===== config.mk =====
export PLATFORM = sky130hd
export DESIGN_NAME = button_gesture_classifier
export DESIGN_NICKNAME = d
export VERILOG_FILES = /design/src/hdl/bgc_pkg.sv /design/src/hdl/button_gesture_classifier.sv
export SDC_FILE = /design/constraint.sdc
export NUM_CORES = 1
export LEC_CHECK = 0
export BUFFER_PORTS_ARGS = -buffer_cell sky130_fd_sc_hd__buf_2
export CAP_MARGIN = 20
export CORE_MARGIN = 1
export CORE_UTILIZATION = 51
export DETAILED_ROUTE_END_ITERATION = 12
export GPL_ROUTABILITY_DRIVEN = 0
export GPL_TIMING_DRIVEN = 0
export PLACE_DENSITY = 0.67
export SLEW_MARGIN = 0
export SYNTH_ARGS = -nofsm -noshare
export SYNTH_HDL_FRONTEND = slang
export SYNTH_SLANG_ARGS = --single-unit

===== constraint.sdc =====
create_clock -name clock -period 20 [get_ports clock]
set_input_delay 3 -clock clock [delete_from_list [all_inputs] [get_ports clock]]
set_output_delay 3 -clock clock [all_outputs]
set_load 0.02 [all_outputs]

===== src/hdl/bgc_pkg.sv =====
// ----------------------------------------------------------------------------
// bgc_pkg
// types and constants of the button gesture classifier
// ----------------------------------------------------------------------------
`default_nettype none

package bgc_pkg;

   typedef enum logic [2:0] {
      EV_NONE      = 3'd0,
      EV_CLICK     = 3'd1,
      EV_DOUBLE    = 3'd2,
      EV_HOLD      = 3'd3,
      EV_VERY_LONG = 3'd4
   } event_type;

   typedef enum logic [1:0] {
      CSR_DEBOUNCE     = 2'd0,
      CSR_HOLD         = 2'd1,
      CSR_VERY_LONG    = 2'd2,
      CSR_DOUBLE_CLICK = 2'd3
   } csr_index_type;

   localparam int unsigned TIME_W = 32;
   localparam int unsigned DEB_W  = 8;
   localparam int unsigned DUR_W  = 16;
   localparam int unsigned CSR_W  = 16;

   localparam logic [DEB_W-1:0] DEBOUNCE_RST     = 8'd20;
   localparam logic [DUR_W-1:0] HOLD_RST         = 16'd800;
   localparam logic [DUR_W-1:0] VERY_LONG_RST    = 16'd3000;
   localparam logic [DUR_W-1:0] DOUBLE_CLICK_RST = 16'd300;

   // click counter wraps at this count and turns into a double click
   localparam logic [1:0] DOUBLE_COUNT = 2'd2;

endpackage

`default_nettype wire


===== src/hdl/button_gesture_classifier.sv =====
// ----------------------------------------------------------------------------
// button_gesture_classifier
// click / double click / hold / very long press detector on millisecond ticks
// ----------------------------------------------------------------------------
// Every transaction on the req channel is one millisecond tick: the sampled
// active-low button level and a clear request. Every tick yields exactly one
// rsp transaction with an event code (0 none, 1 click, 2 double click,
// 3 hold, 4 very long). One tick is taken per clock cycle when the rsp side
// does not stall. A tick passes the input register, then the single
// state-update stage that writes the result register. That stage sets the
// rate, deciding a tick against stored time stamps with a few 32-bit
// subtract-and-compare paths. The user must write configuration registers via
// the csr port while no tick is in flight; the block does not enforce it.
// ----------------------------------------------------------------------------
`default_nettype none

module button_gesture_classifier
   import bgc_pkg::*;
(
   input  wire logic             clock,
   input  wire logic             reset,
   input  wire logic             req_valid,
   output logic                  req_stall,
   input  wire logic             req_pin_level,
   input  wire logic             req_clear_events,
   output logic                  rsp_valid,
   input  wire logic             rsp_stall,
   output logic [2:0]            rsp_event_code,
   input  wire logic             csr_wen,
   input  wire logic [1:0]       csr_index,
   input  wire logic [CSR_W-1:0] csr_wdata
);

   // configuration
   logic [DEB_W-1:0] debounce_ff;
   logic [DUR_W-1:0] hold_ff;
   logic [DUR_W-1:0] very_long_ff;
   logic [DUR_W-1:0] double_click_ff;

   // input register
   logic in_valid_ff;
   logic in_pin_ff;
   logic in_clear_ff;

   // result register
   logic      rsp_valid_ff, rsp_valid_in;
   event_type rsp_event_ff, rsp_event_in;

   // tick state
   logic [TIME_W-1:0] time_now_ff, time_now_in;
   logic              accepted_ff, accepted_in;
   logic [DEB_W-1:0]  debounce_left_ff, debounce_left_in;
   logic [TIME_W-1:0] change_time_ff, change_time_in;
   logic [TIME_W-1:0] press_time_ff, press_time_in;
   logic [TIME_W-1:0] release_time_ff, release_time_in;
   logic [1:0]        click_count_ff, click_count_in;
   logic              hold_rep_ff, hold_rep_in;
   logic              very_long_rep_ff, very_long_rep_in;
   logic              click_pending_ff, click_pending_in;

   logic advance;
   logic step;

   // combinational work signals
   logic              go;
   logic              take;
   logic              take_press;
   logic              take_release;
   logic [TIME_W-1:0] tick_time;
   logic [TIME_W-1:0] since_press;
   logic [TIME_W-1:0] since_release;
   logic [TIME_W-1:0] held;
   logic [DEB_W-1:0]  debounce_dec;
   logic [1:0]        count_inc;
   logic [1:0]        count_clr;
   logic              hold_clr;
   logic              very_long_clr;
   logic              pending_clr;
   event_type         ev;

   assign advance   = !rsp_valid_ff || !rsp_stall;
   assign step      = in_valid_ff && advance;
   assign req_stall = in_valid_ff && !advance;

   assign rsp_valid      = rsp_valid_ff;
   assign rsp_event_code = rsp_event_ff;

   always_ff @(posedge clock) begin
      if (reset) begin
         debounce_ff     <= DEBOUNCE_RST;
         hold_ff         <= HOLD_RST;
         very_long_ff    <= VERY_LONG_RST;
         double_click_ff <= DOUBLE_CLICK_RST;
      end else if (csr_wen) begin
         unique case (csr_index_type'(csr_index))
            CSR_DEBOUNCE:     debounce_ff     <= csr_wdata[DEB_W-1:0];
            CSR_HOLD:         hold_ff         <= csr_wdata[DUR_W-1:0];
            CSR_VERY_LONG:    very_long_ff    <= csr_wdata[DUR_W-1:0];
            CSR_DOUBLE_CLICK: double_click_ff <= csr_wdata[DUR_W-1:0];
            default: ;
         endcase
      end
   end

   always_ff @(posedge clock) begin
      if (reset) begin
         in_valid_ff <= 1'b0;
      end else if (!req_stall) begin
         in_valid_ff <= req_valid;
      end
      if (!req_stall && req_valid) begin
         in_pin_ff   <= req_pin_level;
         in_clear_ff <= req_clear_events;
      end
   end

   always_comb begin
      // clear request is applied before anything else in the tick
      count_clr     = in_clear_ff ? 2'd0 : click_count_ff;
      hold_clr      = in_clear_ff ? 1'b0 : hold_rep_ff;
      very_long_clr = in_clear_ff ? 1'b0 : very_long_rep_ff;
      pending_clr   = in_clear_ff ? 1'b0 : click_pending_ff;

      debounce_dec     = debounce_left_ff - 1'b1;
      debounce_left_in = debounce_left_ff;
      change_time_in   = change_time_ff;
      tick_time        = time_now_ff;
      go               = 1'b1;
      take             = 1'b0;

      if (debounce_left_ff != '0) begin
         debounce_left_in = debounce_dec;
         tick_time        = change_time_ff;
         if (debounce_dec != '0 || in_pin_ff == accepted_ff) begin
            go = 1'b0;
         end else begin
            take = 1'b1;
         end
      end else if (in_pin_ff != accepted_ff) begin
         if (debounce_ff == '0) begin
            take = 1'b1;
         end else begin
            change_time_in   = time_now_ff;
            debounce_left_in = debounce_ff;
            go               = 1'b0;
         end
      end

      take_press   = take && !in_pin_ff;
      take_release = take && in_pin_ff;
      since_press  = tick_time - press_time_ff;
      since_release = tick_time - release_time_ff;
      count_inc    = count_clr + 2'd1;

      accepted_in      = take ? in_pin_ff : accepted_ff;
      press_time_in    = take_press ? tick_time : press_time_ff;
      release_time_in  = take_release ? tick_time : release_time_ff;
      hold_rep_in      = take_press ? 1'b0 : hold_clr;
      very_long_rep_in = take_press ? 1'b0 : very_long_clr;
      click_count_in   = count_clr;
      click_pending_in = pending_clr;
      ev               = EV_NONE;

      // short press counts as a click, the second one is a double click
      if (take_release && since_press < {{(TIME_W-DUR_W){1'b0}}, hold_ff}) begin
         if (count_inc == DOUBLE_COUNT) begin
            click_count_in   = 2'd0;
            click_pending_in = 1'b0;
            ev               = EV_DOUBLE;
         end else begin
            click_count_in   = count_inc;
            click_pending_in = 1'b1;
         end
      end

      held = take_press ? '0 : since_press;

      if (go) begin
         if (!accepted_in) begin
            if (!very_long_rep_in && held >= {{(TIME_W-DUR_W){1'b0}}, very_long_ff}) begin
               very_long_rep_in = 1'b1;
               hold_rep_in      = 1'b1;
               click_count_in   = 2'd0;
               ev               = EV_VERY_LONG;
            end else if (!hold_rep_in && held >= {{(TIME_W-DUR_W){1'b0}}, hold_ff}) begin
               hold_rep_in    = 1'b1;
               click_count_in = 2'd0;
               ev             = EV_HOLD;
            end
         end
         // a release in this tick leaves zero time since release
         if (ev == EV_NONE && click_pending_in && !take_release &&
             since_release > {{(TIME_W-DUR_W){1'b0}}, double_click_ff}) begin
            ev               = EV_CLICK;
            click_pending_in = 1'b0;
            click_count_in   = 2'd0;
         end
      end

      time_now_in  = time_now_ff + 1'b1;
      rsp_valid_in = step ? 1'b1 : (rsp_valid_ff && rsp_stall);
      rsp_event_in = ev;
   end

   always_ff @(posedge clock) begin
      if (reset) begin
         rsp_valid_ff     <= 1'b0;
         time_now_ff      <= '0;
         accepted_ff      <= 1'b1;
         debounce_left_ff <= '0;
         change_time_ff   <= '0;
         press_time_ff    <= '0;
         release_time_ff  <= '0;
         click_count_ff   <= '0;
         hold_rep_ff      <= 1'b0;
         very_long_rep_ff <= 1'b0;
         click_pending_ff <= 1'b0;
      end else begin
         rsp_valid_ff <= rsp_valid_in;
         if (step) begin
            time_now_ff      <= time_now_in;
            accepted_ff      <= accepted_in;
            debounce_left_ff <= debounce_left_in;
            change_time_ff   <= change_time_in;
            press_time_ff    <= press_time_in;
            release_time_ff  <= release_time_in;
            click_count_ff   <= click_count_in;
            hold_rep_ff      <= hold_rep_in;
            very_long_rep_ff <= very_long_rep_in;
            click_pending_ff <= click_pending_in;
         end
      end
   end

   always_ff @(posedge clock) begin
      if (step) begin
         rsp_event_ff <= rsp_event_in;
      end
   end

endmodule

`default_nettype wire


Word-level counts from Yosys, hierarchy flattened
Cells that the tools add are included.

storage, ports and cells
  bits in registers = 205
  latch bits = 0
  RAM bits = 0
  ROM bits = 0
  bits of input ports = 25
  logic and storage cells = 118
  memories = 0

cells by class
  add/sub/neg operators = 5
  multiply operators = 0
  divide/modulo/power cells = 0
  $lt $le $gt $ge = 4
  equality and inequality tests = 7
  shift-type cells = 0
  multiplexer cells = 45
  bitwise gates (word level) = 2
  reductions and logical operators = 36

operator list
  cell                   count
  $ge 32x16->1           2
  $mux 32                2
  $sub 32x32->32         2
  $add 32x1->32 const B  1
  $gt 32x16->1           1
  $lt 32x16->1           1
  $mux 1                 24
  $mux 8                 3
  $mux 2                 10
  $mux 3                 6
  $reduce_bool 8->1      2
  $logic_and 1x1->1      12
  $reduce_and 2->1       6
  $logic_not 1->1        8
  $logic_not 8->1        1
  $sub 8x1->8 const B    1
  $eq 2x2->1 const B     3
  $reduce_and 4->1       1
  $logic_not 3->1        1
  $reduce_and 3->1       1
  $add 2x1->2 const B    1
  $eq 2x1->1 const B     1
  $logic_not 2->1        1
  $logic_or 1x1->1       2
  5 further kinds        6

Logic depth before layout (Yosys ltp)
Gate-level depths: netlist (run 1).

  word-level depth = 19
  gate-level depth with buffers = 30

Least setup slack after synthesis (run 1)
Ideal clock, no wire load.

  kind = register to register
  start point = reg debounce_left_ff[0]
  end point = reg rsp_event_ff[0] (netlist: rsp_event_code[0]) (data pin)
  library setup time = 254 ps
  data arrival time = 6183 ps
  setup slack = 13563 ps
  stages on the path, launching flop included = 29
  path buffers = 2
  clock period less this slack = 6437 ps
  path through = dfxtp_1 -> inv_1 -> ha_1 -> or4b_4 -> nor2_8 -> buf_1 -> clkbuf_1 -> mux2i_1 -> inv_1 -> ha_1 -> o211ai_1 -> a21oi_1 -> or2_1 -> a211oi_1 -> xnor2_1 -> and2_1 -> ha_1 -> and3_1 -> nand3_1 -> or2_2 -> a2111oi_0 -> a211oi_1 -> a2111o_1 -> nand4_1 -> nor2_1 -> o311a_1 -> o31ai_1 -> or3_4 -> nand2_1

RTL lines
  element                                            RTL line                                                            text
  from (decl)                                        button_gesture_classifier.sv:52                                     logic [DEB_W-1:0] debounce_left_ff, debounce_left_in;
  from (signal assigned)                             button_gesture_classifier.sv:223                                    debounce_left_ff <= debounce_left_in;
  $reduce_bool 8->1 (*)                              button_gesture_classifier.sv:131                                    if (debounce_left_ff != '0) begin
  $mux 32 (*)                                        button_gesture_classifier.sv:131
  net tick_time[3]                                   button_gesture_classifier.sv:69                                     logic [TIME_W-1:0] tick_time;
  $sub 32x32->32                                     button_gesture_classifier.sv:151                                    since_press = tick_time - press_time_ff;
  $lt 32x16->1 or $mux 32 (tied branches)            button_gesture_classifier.sv:165, button_gesture_classifier.sv:176
  $logic_and 1x1->1 or $ge 32x16->1 (tied branches)  button_gesture_classifier.sv:165, button_gesture_classifier.sv:185
  $mux 2 or $logic_and 1x1->1 (tied branches)        button_gesture_classifier.sv:165, button_gesture_classifier.sv:185
  $mux 3                                             button_gesture_classifier.sv:185                                    end else if (!hold_rep_in && held >= {{(TIME_W-DUR_W){1'b0}}, hold_ff}) begin
  $mux 3                                             button_gesture_classifier.sv:180                                    if (!very_long_rep_in && held >= {{(TIME_W-DUR_W){1'b0}}, very_long_ff}) begin
  $mux 3                                             button_gesture_classifier.sv:179                                    if (!accepted_in) begin
  $mux 3                                             button_gesture_classifier.sv:178                                    if (go) begin
  $logic_not 3->1                                    button_gesture_classifier.sv:192                                    if (ev == EV_NONE && click_pending_in && !take_release &&
  $logic_and 1x1->1 (3 in a row)                     button_gesture_classifier.sv:192
  $mux 3                                             button_gesture_classifier.sv:192
  $mux 3 (*)                                         button_gesture_classifier.sv:178
  to (signal assigned)                               button_gesture_classifier.sv:237                                    rsp_event_ff <= rsp_event_in;
  to (decl)                                          button_gesture_classifier.sv:47                                     event_type rsp_event_ff, rsp_event_in;

Mark *: on every way through the listed nets, which the timed path passes. The rest lies on a longest branch. The select of a mux whose other input is x is not followed.
A chain may end at the register's enable or synchronous reset.

Worst setup path in the final report (run 1)
Same ends and word-level chain as after synthesis.

==> metrics.md, run 1 <==
| Metric | Value |
|---|---|
| Hold buffers post-CTS | 0 |
| Pre-CTS setup slack | 11.84 ns |
| Pleak | 6.68 nW |
| First-pass iteration count of the detailed router | 5 |
| Clock Latency Late Sink | 0.54 ns |
| Clock-pin slew on the worst setup and hold paths | 0.06 ns |
| Final ANT Viol Nets | 0 |
| Register Area | 4150 µm² |
| Utilization after layout | 0.573 |
| Layer with the highest usage | met2 |
| Port Buffers | 28 |
| Detailed Place HPWL | 31900 µm |
| Crit-path slowest cell | mux2i_1 |
| Final setup skew | 0.0273 ns |
| Max Fclk | 118 MHz |
| CTS tree | yes |
| Required @ worst endpoint | 20.29 ns |
| Global routing met1 resource utilization | 0.403 |
| Total Routing Usage GR | 0.284 |
| Status | completed |
| Pins Over Slew Limit | 0 |
| WP data arrival | 8.76 ns |
| #FFs+latches synth | 205 |
| First-pass GRT wire length | 64100 µm |
| Global route total overflow | 0 |
| Num CTS Buffers | 24 |
| Leading post-synthesis cells by cell area | dfxtp_1, ha_1, nand2_1, a21oi_1, nor2_1 |
| Pin count of the biggest net entering global routing | 14 |
| Synth async-reset ratio | 0 |
| Critical path peak fanout | 10 |
| Fin crit share | 0.423 |
| Vias | 13.4k |
| Syn nets | 2014 |
| Die H | 168 µm |
| DRT Wirelength | 40500 µm |
| Antenna Cells | 0 |
| RSZ-0062 raised after global routing | false |
| M2 GR Usage | 0.456 |
| Post-CTS Resized | 0 |
| Element type at the critical path end | register |
| Post-synth EDFFs | 5 |
| Synth area leader | dfxtp_1 |
| I/O Pins | 30 |
| Post-CTS Setup Inserts | 0 |
| Setup TNS | 0 ns |
| Initial drt markers | 1229 |
| Grt met3 use | 0.0306 |
| Post-synthesis area per instance | 7.55 µm² |
| Area share of the largest cell type after synthesis | 0.285 |
| Synth cell types | 77 |
| Cell Rows | 60 |
| CTS Buffer Depth | 3 |
| Multi-input gate area | 8960 µm² |
| Hold Crit Class | register to register |
| Synth Instances | 1862 |
| Pwr Density | 75.8 nW/µm² |
| H-tree depth | 1 |
| Endpoints failing setup | 0 |
| Area Growth Syn to Fin | 10.3% |
| YS warnings | 0 |
| Residual DRC | 0 |
| Vias per inst | 5.87 |
| Die Wd | 168 µm |
| Relative slew slack | 0.207 |
| Total of max-cap violations | 0 |
| Initial antenna violation count | 0 |
| Setup CP Type | register to register |
| Tightest Pin Transition | 1.16 ns |
| Vias in the first global route | 12.3k |
| Clock sink count | 205 |
| Initial Util | 0.520 |
| Full die area | 28200 µm² |
| CP max stage delay | 0.60 ns |
| PnR worst setup slack | 11.53 ns |
| Final nets | 2069 |
| Synthesized cell area | 14100 µm² |
| Primary FF master, synth | dfxtp_1 |
| Root buf cell | clkbuf_16 |
| Max VDD drop | 0.0610 mV |
| Sequential fraction of the synthesis area | 0.296 |
| Crit path time final | 8.47 ns |
| Final Hold Vio Count | 0 |
| Core Footprint | 27000 µm² |
| Share of cells above drive strength 1 | 0.0486 |
| FILL cells | 2559 |
| Drt wl/cell | 17.8 µm |
| Startpoint type of the worst setup path | register |
cell usage after synthesis, types with 4 or more instances:
cell type,n
o211ai_1,27
o31ai_1,9
o21a_1,19
a21oi_1,182
buf_1,4
or3_1,14
o21bai_1,8
a21o_1,29
nor2b_1,14
o21ai_0,77
o21ai_1,4
nor4_1,9
nor3_1,21
a2111oi_0,7
dfxtp_1,200
xnor2_1,36
a31oi_1,10
nand2b_1,16
or4_1,8
ha_1,125
a211oi_1,83
edfxtp_1,5
xor2_1,38
and3_1,21
nand2_1,258
mux2i_1,43
and2_1,22
or2_2,6
nand3_1,37
inv_1,160
nor2_1,172
clkbuf_1,82
o22ai_1,4
and4_1,8
nand4_1,37
a311oi_1,4
worst max-delay path: cells and delay by family (launching register included):
kind                     cells  cell delay, ns
AO/OA/AOI/OAI                7            2.13
buffers and inverters        4            1.24
multiplexers                 1            0.60
adder cells (fa/ha/maj)      3            0.87
AND/OR/NAND/NOR             12            2.84
flip-flops                   1            0.34
XOR/XNOR                     1            0.19
through the flow:
stage	power, mW	instance area, µm²	std cells	hold WS (ns)
global placement	0.697	14600	2231	0.441
detailed placement	0.701	14600	2232	0.446
floorplan	0.632	14100	1862	0.436
CTS	1.18	15500	2276	0.455
global route	1.22	15500	2276	0.470
finish	1.17	15500	2276	0.453
state kept, by name, summed over array words and instances, names as in the netlist, 2 cells and up:
name,cells
hold_ff,16
click_count_ff,2
change_time_ff,32
debounce_ff,8
very_long_ff,16
time_now_ff,32
rsp_event_code,3
press_time_ff,32
debounce_left_ff,8
double_click_ff,16
release_time_ff,32
cell type report:
cell class | count | area share
plain buffers | 89 | 0.0220
clock buffers | 32 | 0.0446
clock inverters | 12 | 0.0115
inverters | 160 | 0.0388
multi-input cells | 1408 | 0.578
flip-flops and latches | 205 | 0.268
well taps | 341 | 0.0275
repair buffers | 29 | 0.00937
power breakdown:
part	leakage (nW)	switching, mW	internal (mW)
registers	1.67	0.00869	0.421
logic	4.58	0.166	0.0995
clock network	0.430	0.183	0.296
final timing paths:
path,startpoint,end,slack [ns],cells after the start
setup reg to reg,debounce_left_ff[0],rsp_event_code[0],11.53,28
setup / recovery,debounce_left_ff[0],rsp_event_code[0],11.53,28
hold reg to reg,change_time_ff[6],change_time_ff[6],0.45,2
hold / removal,change_time_ff[6],change_time_ff[6],0.45,2
kinds of logic after synthesis:
group | Yosys count | share of synthesized area
XOR/XNOR | 74 | 0.0461
AND/OR/NAND/NOR | 658 | 0.217
adder cells (fa/ha/maj) | 127 | 0.114
multiplexers | 45 | 0.0324
AO/OA/AOI/OAI | 504 | 0.227
buffers and inverters | 249 | 0.0669
flip-flops | 205 | 0.296
layout by cell type (no fill, tap or decap), drive strengths merged, types with 36 or more instances in the layout:
cell type and count:
inv 162, xnor2 36, xor2 38, ha 125
a21oi 183, nand4 37, mux2i 44, a211oi 83
nand3 37, o21ai 81, nor2 174, buf 36
nand2 258, clkbuf 114, dfxtp 200
layer usage:
layer	share of wire	wire length [µm]
met5	0	0
met2	0.44	17700
met1	0.47	19000
met4	0.027	1100
met3	0.066	2680
Power figures use the tool's default switching activity.
==> inputs of run 2 (changes only) <==
--- a/config.mk
+++ b/config.mk
@@ -5,6 +5,7 @@
 export SDC_FILE = /design/constraint.sdc
 export NUM_CORES = 1
 export LEC_CHECK = 0
+export ABC_AREA = 1
 export BUFFER_PORTS_ARGS = -buffer_cell sky130_fd_sc_hd__buf_2
 export CAP_MARGIN = 20
 export CORE_MARGIN = 1
==> constraint.sdc (replaced) <==
create_clock -name clock -period 7.8 [get_ports clock]
set_input_delay 1.17 -clock clock [delete_from_list [all_inputs] [get_ports clock]]
set_output_delay 1.17 -clock clock [all_outputs]
set_load 0.02 [all_outputs]
==> run 2 against run 1 <==
Compared with the run above: global-route usage increased by 0.36 points; wire length increased by 0.74%; clock skew decreased by 0.010 ns; clock power increased to 2.7 times the previous value; combinational power increased to 7.6 times the previous value; flip-flop and latch count unchanged; setup slack got worse by 11 ns; synthesized area increased by 1.5%; die area increased by 1.4%; via count increased by 5.1%.
==> metrics.md, run 2 <==
| Metric | Value |
|---|---|
| Worst reg2reg path depth | 33 (+18%) |
| Delay-heaviest family, CP | simple AND/OR/NAND/NOR gates |
| Required @ worst endpoint | 8.08 ns (-12.21 ns) |
| Cell mode on critical path | nor2_1 |
| Clock Latency Late Sink | 0.52 ns (-0.02 ns) |
| Commonest non-fill, non-tap cell in the layout | nand2_1 |
| Global route total overflow | 0 (unchanged) |
| Max Fclk | 147 MHz (+25%) |
| Endpoints failing setup | 0 (unchanged) |
| Fin crit share | 0.870 (+0.447) |
| Startpoint type of the worst setup path | register |
| #FFs+latches synth | 205 (unchanged) |
| Synthesized cell area | 14300 µm² (+1.5%) |
| Leading post-synthesis cells by cell area | dfxtp_1, nand2_1, ha_1, inv_1, a21oi_1 |
| Critical path buffer and inverter count | 4 (unchanged) |
| Post-synth top cells | nand2_1, inv_1, a21oi_1 |
| H-tree depth | 1 (unchanged) |
| Post-synthesis area per instance | 6.49 µm² (-14%) |
| Hold buffers post-CTS | 0 (unchanged) |
| Vias in the first global route | 13.0k (+5.7%) |
| Root buf cell | clkbuf_16 |
| Initial antenna violation count | 0 (unchanged) |
| Full die area | 28600 µm² (+1.4%) |
| Crit-path slowest cell | ha_1 |
| YS warnings | 0 (unchanged) |
| Die Wd | 169 µm (+0.71%) |
| Residual DRC | 0 (unchanged) |
| Syn nets | 2350 (+17%) |
| First-pass GRT wire length | 65400 µm (+2.1%) |
| Sink of the worst hold path | change_time_ff[28] |
| Hold_sp | change_time_ff[28] |
| Element type at the critical path end | register |
| Final ANT Viol Nets | 0 (unchanged) |
| CP max stage delay | 0.43 ns (-0.17 ns) |
| Pwr Density | 280 nW/µm² (+270%) |
| Vias per inst | 5.32 (-9.5%) |
| Setup CP Type | register to register |
| R2r startpoint | debounce_left_ff[0] |
| Utilization after layout | 0.581 (+0.00724) |
| Critical path peak fanout | 10 (unchanged) |
| Tightest Pin Transition | 1.01 ns (-0.154 ns) |
| WHS | 0.445 ns (-0.00848 ns) |
| Initial drt markers | 940 (-24%) |
| Core Footprint | 27200 µm² (+0.56%) |
| Clock-pin slew on the worst setup and hold paths | 0.06 ns (about the same) |
| DRT Wirelength | 40800 µm (+0.74%) |
| Most common cell in the synthesized netlist | nand2_1 |
| CTS tree | yes |
| Num CTS Buffers | 24 (unchanged) |
| Share of cells above drive strength 1 | 0.0489 (+0.000320) |
| Total Routing Usage GR | 0.287 (+0.00361) |
| Max VDD drop | 0.166 mV (+170%) |
| Synth cell types | 47 (-39%) |
| Area share of the largest cell type after synthesis | 0.281 (-0.00407) |
| Hold Path Depth | 2 (unchanged) |
| Total of max-cap violations | 0 (unchanged) |
| Setup TNS | 0 ns (unchanged) |
| Antenna Cells | 0 (unchanged) |
| Synth Instances | 2198 (+18%) |
| Area Growth Syn to Fin | 10.7% |
| Initial Util | 0.525 (+0.00463) |
| Relative slew slack | 0.322 (+0.115) |
| FILL cells | 2739 (+7.0%) |
| Final Hold Vio Count | 0 (unchanged) |
| Final setup skew | 0.0170 ns (-0.0103 ns) |
| Clock sink count | 205 (unchanged) |
| Pins Over Slew Limit | 0 (unchanged) |
| Cell Rows | 60 (unchanged) |
| Synth area leader | dfxtp_1 |
| Pleak | 7.55 nW (+13%) |
| Synth async-reset ratio | 0 (unchanged) |
| I/O Pins | 30 (unchanged) |
| Most frequent cells in the layout | nand2_1, inv_1, a21oi_1, dfxtp_1, o21ai_0 |
| CTS Buffer Depth | 3 (unchanged) |
| Drt wl/cell | 15.4 µm (-13%) |
| Reg-to-Reg End | rsp_event_code[0] |
| R2R setup slack | 1.01 ns (-10.52 ns) |
| RSZ-0062 raised after global routing | false |
| Port Buffers | 28 (unchanged) |
| Status | completed |
| Final nets | 2404 (+16%) |
| First-pass iteration count of the detailed router | 7 (+2) |
| Post-synth EDFFs | 5 (unchanged) |
| Sequential fraction of the synthesis area | 0.291 (-0.00423) |
| Primary FF master, synth | dfxtp_1 |
| Post-CTS Resized | 0 (unchanged) |
| Vias | 14.1k (+5.1%) |
| WP data arrival | 7.07 ns (-1.69 ns) |
| Hold Crit Class | register to register |
| Detailed Place HPWL | 32400 µm (+1.6%) |
| Die H | 169 µm (+0.71%) |
| Pin count of the biggest net entering global routing | 14 (unchanged) |
| Post-CTS Setup Inserts | 0 (unchanged) |
| Crit path time final | 6.79 ns (-1.68 ns) |
==> run 2: changes by cell type after synthesis, moves of 50 or more <==
cell,change
nand3_1,+58
a211oi_1,-50
nand2_1,+209
o21ai_0,+117
inv_1,+231
==> run 2: logic make-up (layout without fill, tap and decap cells) <==
family,after synthesis,count (layout),share of synthesized area
simple gates,855,855,0.254
compound gates,509,509,0.194
buf+inv,457,529,0.120
flops,205,205,0.291
fa+ha+maj,127,127,0.112
xor+xnor,45,45,0.0276
==> run 2: layer usage <==
metal / wire length, µm / up-vias / GRT usage
li1: - / 7250 / -
met3: 2220 / 78 / 0.0261
met5: 0 / - / 0
met1: 19300 / 6365 / 0.396
met2: 18100 / 357 / 0.478
met4: 1140 / 0 / 0.0819
==> run 2: worst max-delay path by stage <==
stage / startpoint / endpoint / slack (ns) / cells after the start
finish: debounce_left_ff[0] / rsp_event_code[0] / 1.01 / 33
global route: debounce_left_ff[0] / rsp_event_code[0] / 0.59 / 32
CTS: debounce_left_ff[0] / rsp_event_code[0] / 1.08 / 32
detailed placement: debounce_left_ff[0] / rsp_event_code[0] / 1.16 / 32
global placement: debounce_left_ff[0] / rsp_event_code[0] / 1.22 / 32
floorplan: debounce_left_ff[0] / rsp_event_code[0] / 2.97 / 32
==> run 2: power breakdown <==
group          switching (mW)  internal (mW)  leakage, nW
registers              0.0209           1.10         1.67
logic                    1.33          0.690         5.42
clock network           0.454          0.827        0.454
total                    1.80           2.62         7.55
==> run 2: through the flow <==
stage | std cells | area, µm² | power, mW | setup WS [ns]
floorplan | 2198 | 14300 | 2.63 | 2.97
global placement | 2598 | 14900 | 3.07 | 1.22
detailed placement | 2598 | 14900 | 3.12 | 1.16
CTS | 2642 | 15800 | 4.41 | 1.08
global route | 2642 | 15800 | 4.75 | 0.594
finish | 2642 | 15800 | 4.43 | 1.01
==> run 2: area by class of cell <==
cell class	instances	area [µm²]	share of cell area
multi-input cells	1536	8390	0.531
flip-flops and latches	205	4150	0.263
inverters	397	1490	0.0944
clock buffers	31	698	0.0442
well taps	372	465	0.0295
plain buffers	60	228	0.0144
clock inverters	13	218	0.0138
repair buffers	28	140	0.00888
==> run 2: tightest hold or removal path, stage by stage, from the launching register on <==
cell	delay [ns]
dfxtp_1	0.29
inv_1	0.05
a21oi_1	0.05
==> inputs of run 3 (changes only) <==
--- a/config.mk
+++ b/config.mk
@@ -13,7 +13,7 @@
 export DETAILED_ROUTE_END_ITERATION = 12
 export GPL_ROUTABILITY_DRIVEN = 0
 export GPL_TIMING_DRIVEN = 0
-export PLACE_DENSITY = 0.67
+export PLACE_DENSITY = 0.7
 export SLEW_MARGIN = 0
 export SYNTH_ARGS = -nofsm -noshare
 export SYNTH_HDL_FRONTEND = slang
==> constraint.sdc (replaced) <==
create_clock -name clock -period 6.2 [get_ports clock]
set_input_delay 0.31 -clock clock [delete_from_list [all_inputs] [get_ports clock]]
set_output_delay 0.31 -clock clock [all_outputs]
set_load 0.02 [all_outputs]
==> run 3 against run 2 <==
Compared with the run above: die area unchanged; core utilization decreased by 0.23 points; total power increased by 20%; sequential power increased by 26%; cell area down 0.40%; register-to-register slack worse by 0.53 ns; flip-flop and latch count stayed put; final cell count rose by 0.11%; first-iteration DRC count up 11%; maximum frequency is 19% higher; critical path depth fell by 2; sequential share of layout area up 0.11 points; largest cell class unchanged; largest power group unchanged; highest routed layer unchanged.
==> metrics.md, run 3 (synthesis results as in run 2) <==
| Metric | Value |
|---|---|
| Status | completed |
| Max VDD drop | 0.250 mV (+51%) |
| Hold Crit Class | input pin to register |
| Area Growth Syn to Fin | 10.2% |
| Endpoints failing setup | 0 (unchanged) |
| Pins Over Slew Limit | 0 (unchanged) |
| Num CTS Buffers | 24 (unchanged) |
| First-pass GRT wire length | 63900 µm (-2.4%) |
| Reg-to-Reg End | rsp_event_code[0] |
| Share of cells above drive strength 1 | 0.0568 (+0.00785) |
| I/O Pins | 30 (unchanged) |
| Met2 WL | 17700 µm (-2.2%) |
| Core Footprint | 27200 µm² (unchanged) |
| Pwr Density | 337 nW/µm² (+20%) |
| Cell mode on critical path | nor2_1 |
| Antenna Cells | 0 (unchanged) |
| Clock-pin slew on the worst setup and hold paths | 0.06 ns (about the same) |
| Fin cells | 2645 (+0.11%) |
| Worst reg2reg path depth | 31 (-6.1%) |
| Sink of the worst hold path | in_valid_ff |
| Levels on crit path | 31 (-6.1%) |
| CTS Buffer Depth | 3 (unchanged) |
| Pin count of the biggest net entering global routing | 16 (+2) |
| Final ANT Viol Nets | 0 (unchanged) |
| Final Hold Vio Count | 0 (unchanged) |
| Fin crit share | 0.922 (+0.0523) |
| Initial drt markers | 1039 (+11%) |
| Hold_sp | req_valid |
| Placement Cell Area | 14900 µm² (unchanged) |
| R2R setup slack | 0.48 ns (-0.53 ns) |
| Utilization after layout | 0.578 (-0.00235) |
| Initial Util | 0.525 (unchanged) |
| Delay-heaviest family, CP | simple AND/OR/NAND/NOR gates |
| Crit path time final | 5.72 ns (-1.07 ns) |
| Total power draw | 5.30 mW (+20%) |
| Clock Latency Late Sink | 0.54 ns (+0.02 ns) |
| Required @ worst endpoint | 6.50 ns (-1.58 ns) |
| Critical path peak fanout | 10 (unchanged) |
| Full die area | 28600 µm² (unchanged) |
| Port Buffers | 28 (unchanged) |
| Vias in the first global route | 12.9k (-0.35%) |
| Die Wd | 169 µm (unchanged) |
| Design Area, Final | 15700 µm² (-0.40%) |
| H-tree depth | 1 (unchanged) |
| Vias per inst | 5.34 (+0.34%) |
| Element type at the critical path end | register |
| Global route total overflow | 0 (unchanged) |
| Max Fclk | 175 MHz (+19%) |
| Root buf cell | clkbuf_16 |
| Setup CP Type | register to register |
| PnR worst setup slack | 0.481 ns (-0.532 ns) |
| DRT Wirelength | 40200 µm (-1.5%) |
| Final setup skew | 0.0404 ns (+0.0235 ns) |
| Total Routing Usage GR | 0.280 (-0.00763) |
| Die H | 169 µm (unchanged) |
| Critical path buffer and inverter count | 4 (unchanged) |
| Startpoint type of the worst setup path | register |
| Setup crit start | debounce_left_ff[0] |
| Pleak | 7.53 nW (-0.19%) |
| Final nets | 2407 (+0.12%) |
| Cell Rows | 60 (unchanged) |
| Most frequent cells in the layout | nand2_1, inv_1, a21oi_1, dfxtp_1, nor2_1 |
| Hold Path Depth | 3 (+1) |
| R2r startpoint | debounce_left_ff[0] |
| Total of max-cap violations | 0 (unchanged) |
| Crit-path slowest cell | ha_1 |
| Tightest Pin Transition | 0.885 ns (-0.121 ns) |
| Residual DRC | 0 (unchanged) |
| Vias | 14.1k (+0.46%) |
| Placed insts | 2598 (unchanged) |
| DRT met1 WL | 19000 µm (-1.5%) |
| First-pass iteration count of the detailed router | 6 (-1) |
| Met3 routed WL | 2380 µm (+7.0%) |
| Relative slew slack | 0.410 (+0.0880) |
| Initial antenna violation count | 1 (+1) |
| Commonest non-fill, non-tap cell in the layout | nand2_1 |
| WP data arrival | 6.02 ns (-1.05 ns) |
| CP max stage delay | 0.43 ns (about the same) |
| Pre-CTS setup slack | -0.328 ns (-1.48 ns) |
| Clock sink count | 205 (unchanged) |
| Top layer in use | met4 |
| Detailed Place HPWL | 32100 µm (-1.1%) |
| CTS tree | yes |
| Drt wl/cell | 15.2 µm (-1.6%) |
-- run 3: worst max path at each step --
stage                   endpoint  slack, ns
2_1_floorplan  rsp_event_code[0]       1.37
3_3_place_gp   rsp_event_code[0]      -0.31
3_5_place_dp   rsp_event_code[0]      -0.33
4_1_cts        rsp_event_code[0]       0.06
5_1_grt        rsp_event_code[0]      -0.01
6_report       rsp_event_code[0]       0.48
-- run 3: per-layer routing --
layer  vias to the layer above  global-route usage
met3                        74              0.0292
met1                      6395               0.385
li1                       7262                   -
met4                         0              0.0850
met2                       383               0.461
met5                         -                   0
-- run 3: cell type report --
class,instances,area [µm²]
fillers,2748,11500
multi-input cells,1536,8440
flip-flops and latches,205,4150
inverters,397,1490
clock buffers,33,674
well taps,372,465
plain buffers,58,226
repair buffers,33,195
clock inverters,11,70.1
-- run 3: repair_timing --
| item | in CTS | in global routing |
|---|---|---|
| endpoints found under the setup margin | 4 | 4 |
| buffers inserted | 0 | 3 |
| endpoints found under the hold margin | 2 | 0 |
| pin swaps | 0 | 1 |
| gates resized for setup | 4 | 33 |
| hold buffers | 2 | 0 |
-- run 3: where the power goes --
part | internal (mW) | switching, mW | total (mW) | leakage [nW]
clock | 0.763 | 0.571 | 1.33 | 0.377
combinational | 0.887 | 1.66 | 2.55 | 5.48
sequential | 1.39 | 0.0264 | 1.41 | 1.67
-- run 3: worst min-delay path, stage by stage --
cell	delay [ns]
buf_2	0.10
nand2_1	0.07
a21oi_1	0.06
-- run 3: metrics by stage --
step	hold slack (ns)	TNS (ns)
after floorplan	0.409	0
after global placement	0.430	-0.797
after detailed placement	0.437	-0.974
after CTS	0.0320	0
after global routing	0.0545	-0.0126
final	0.0501	0
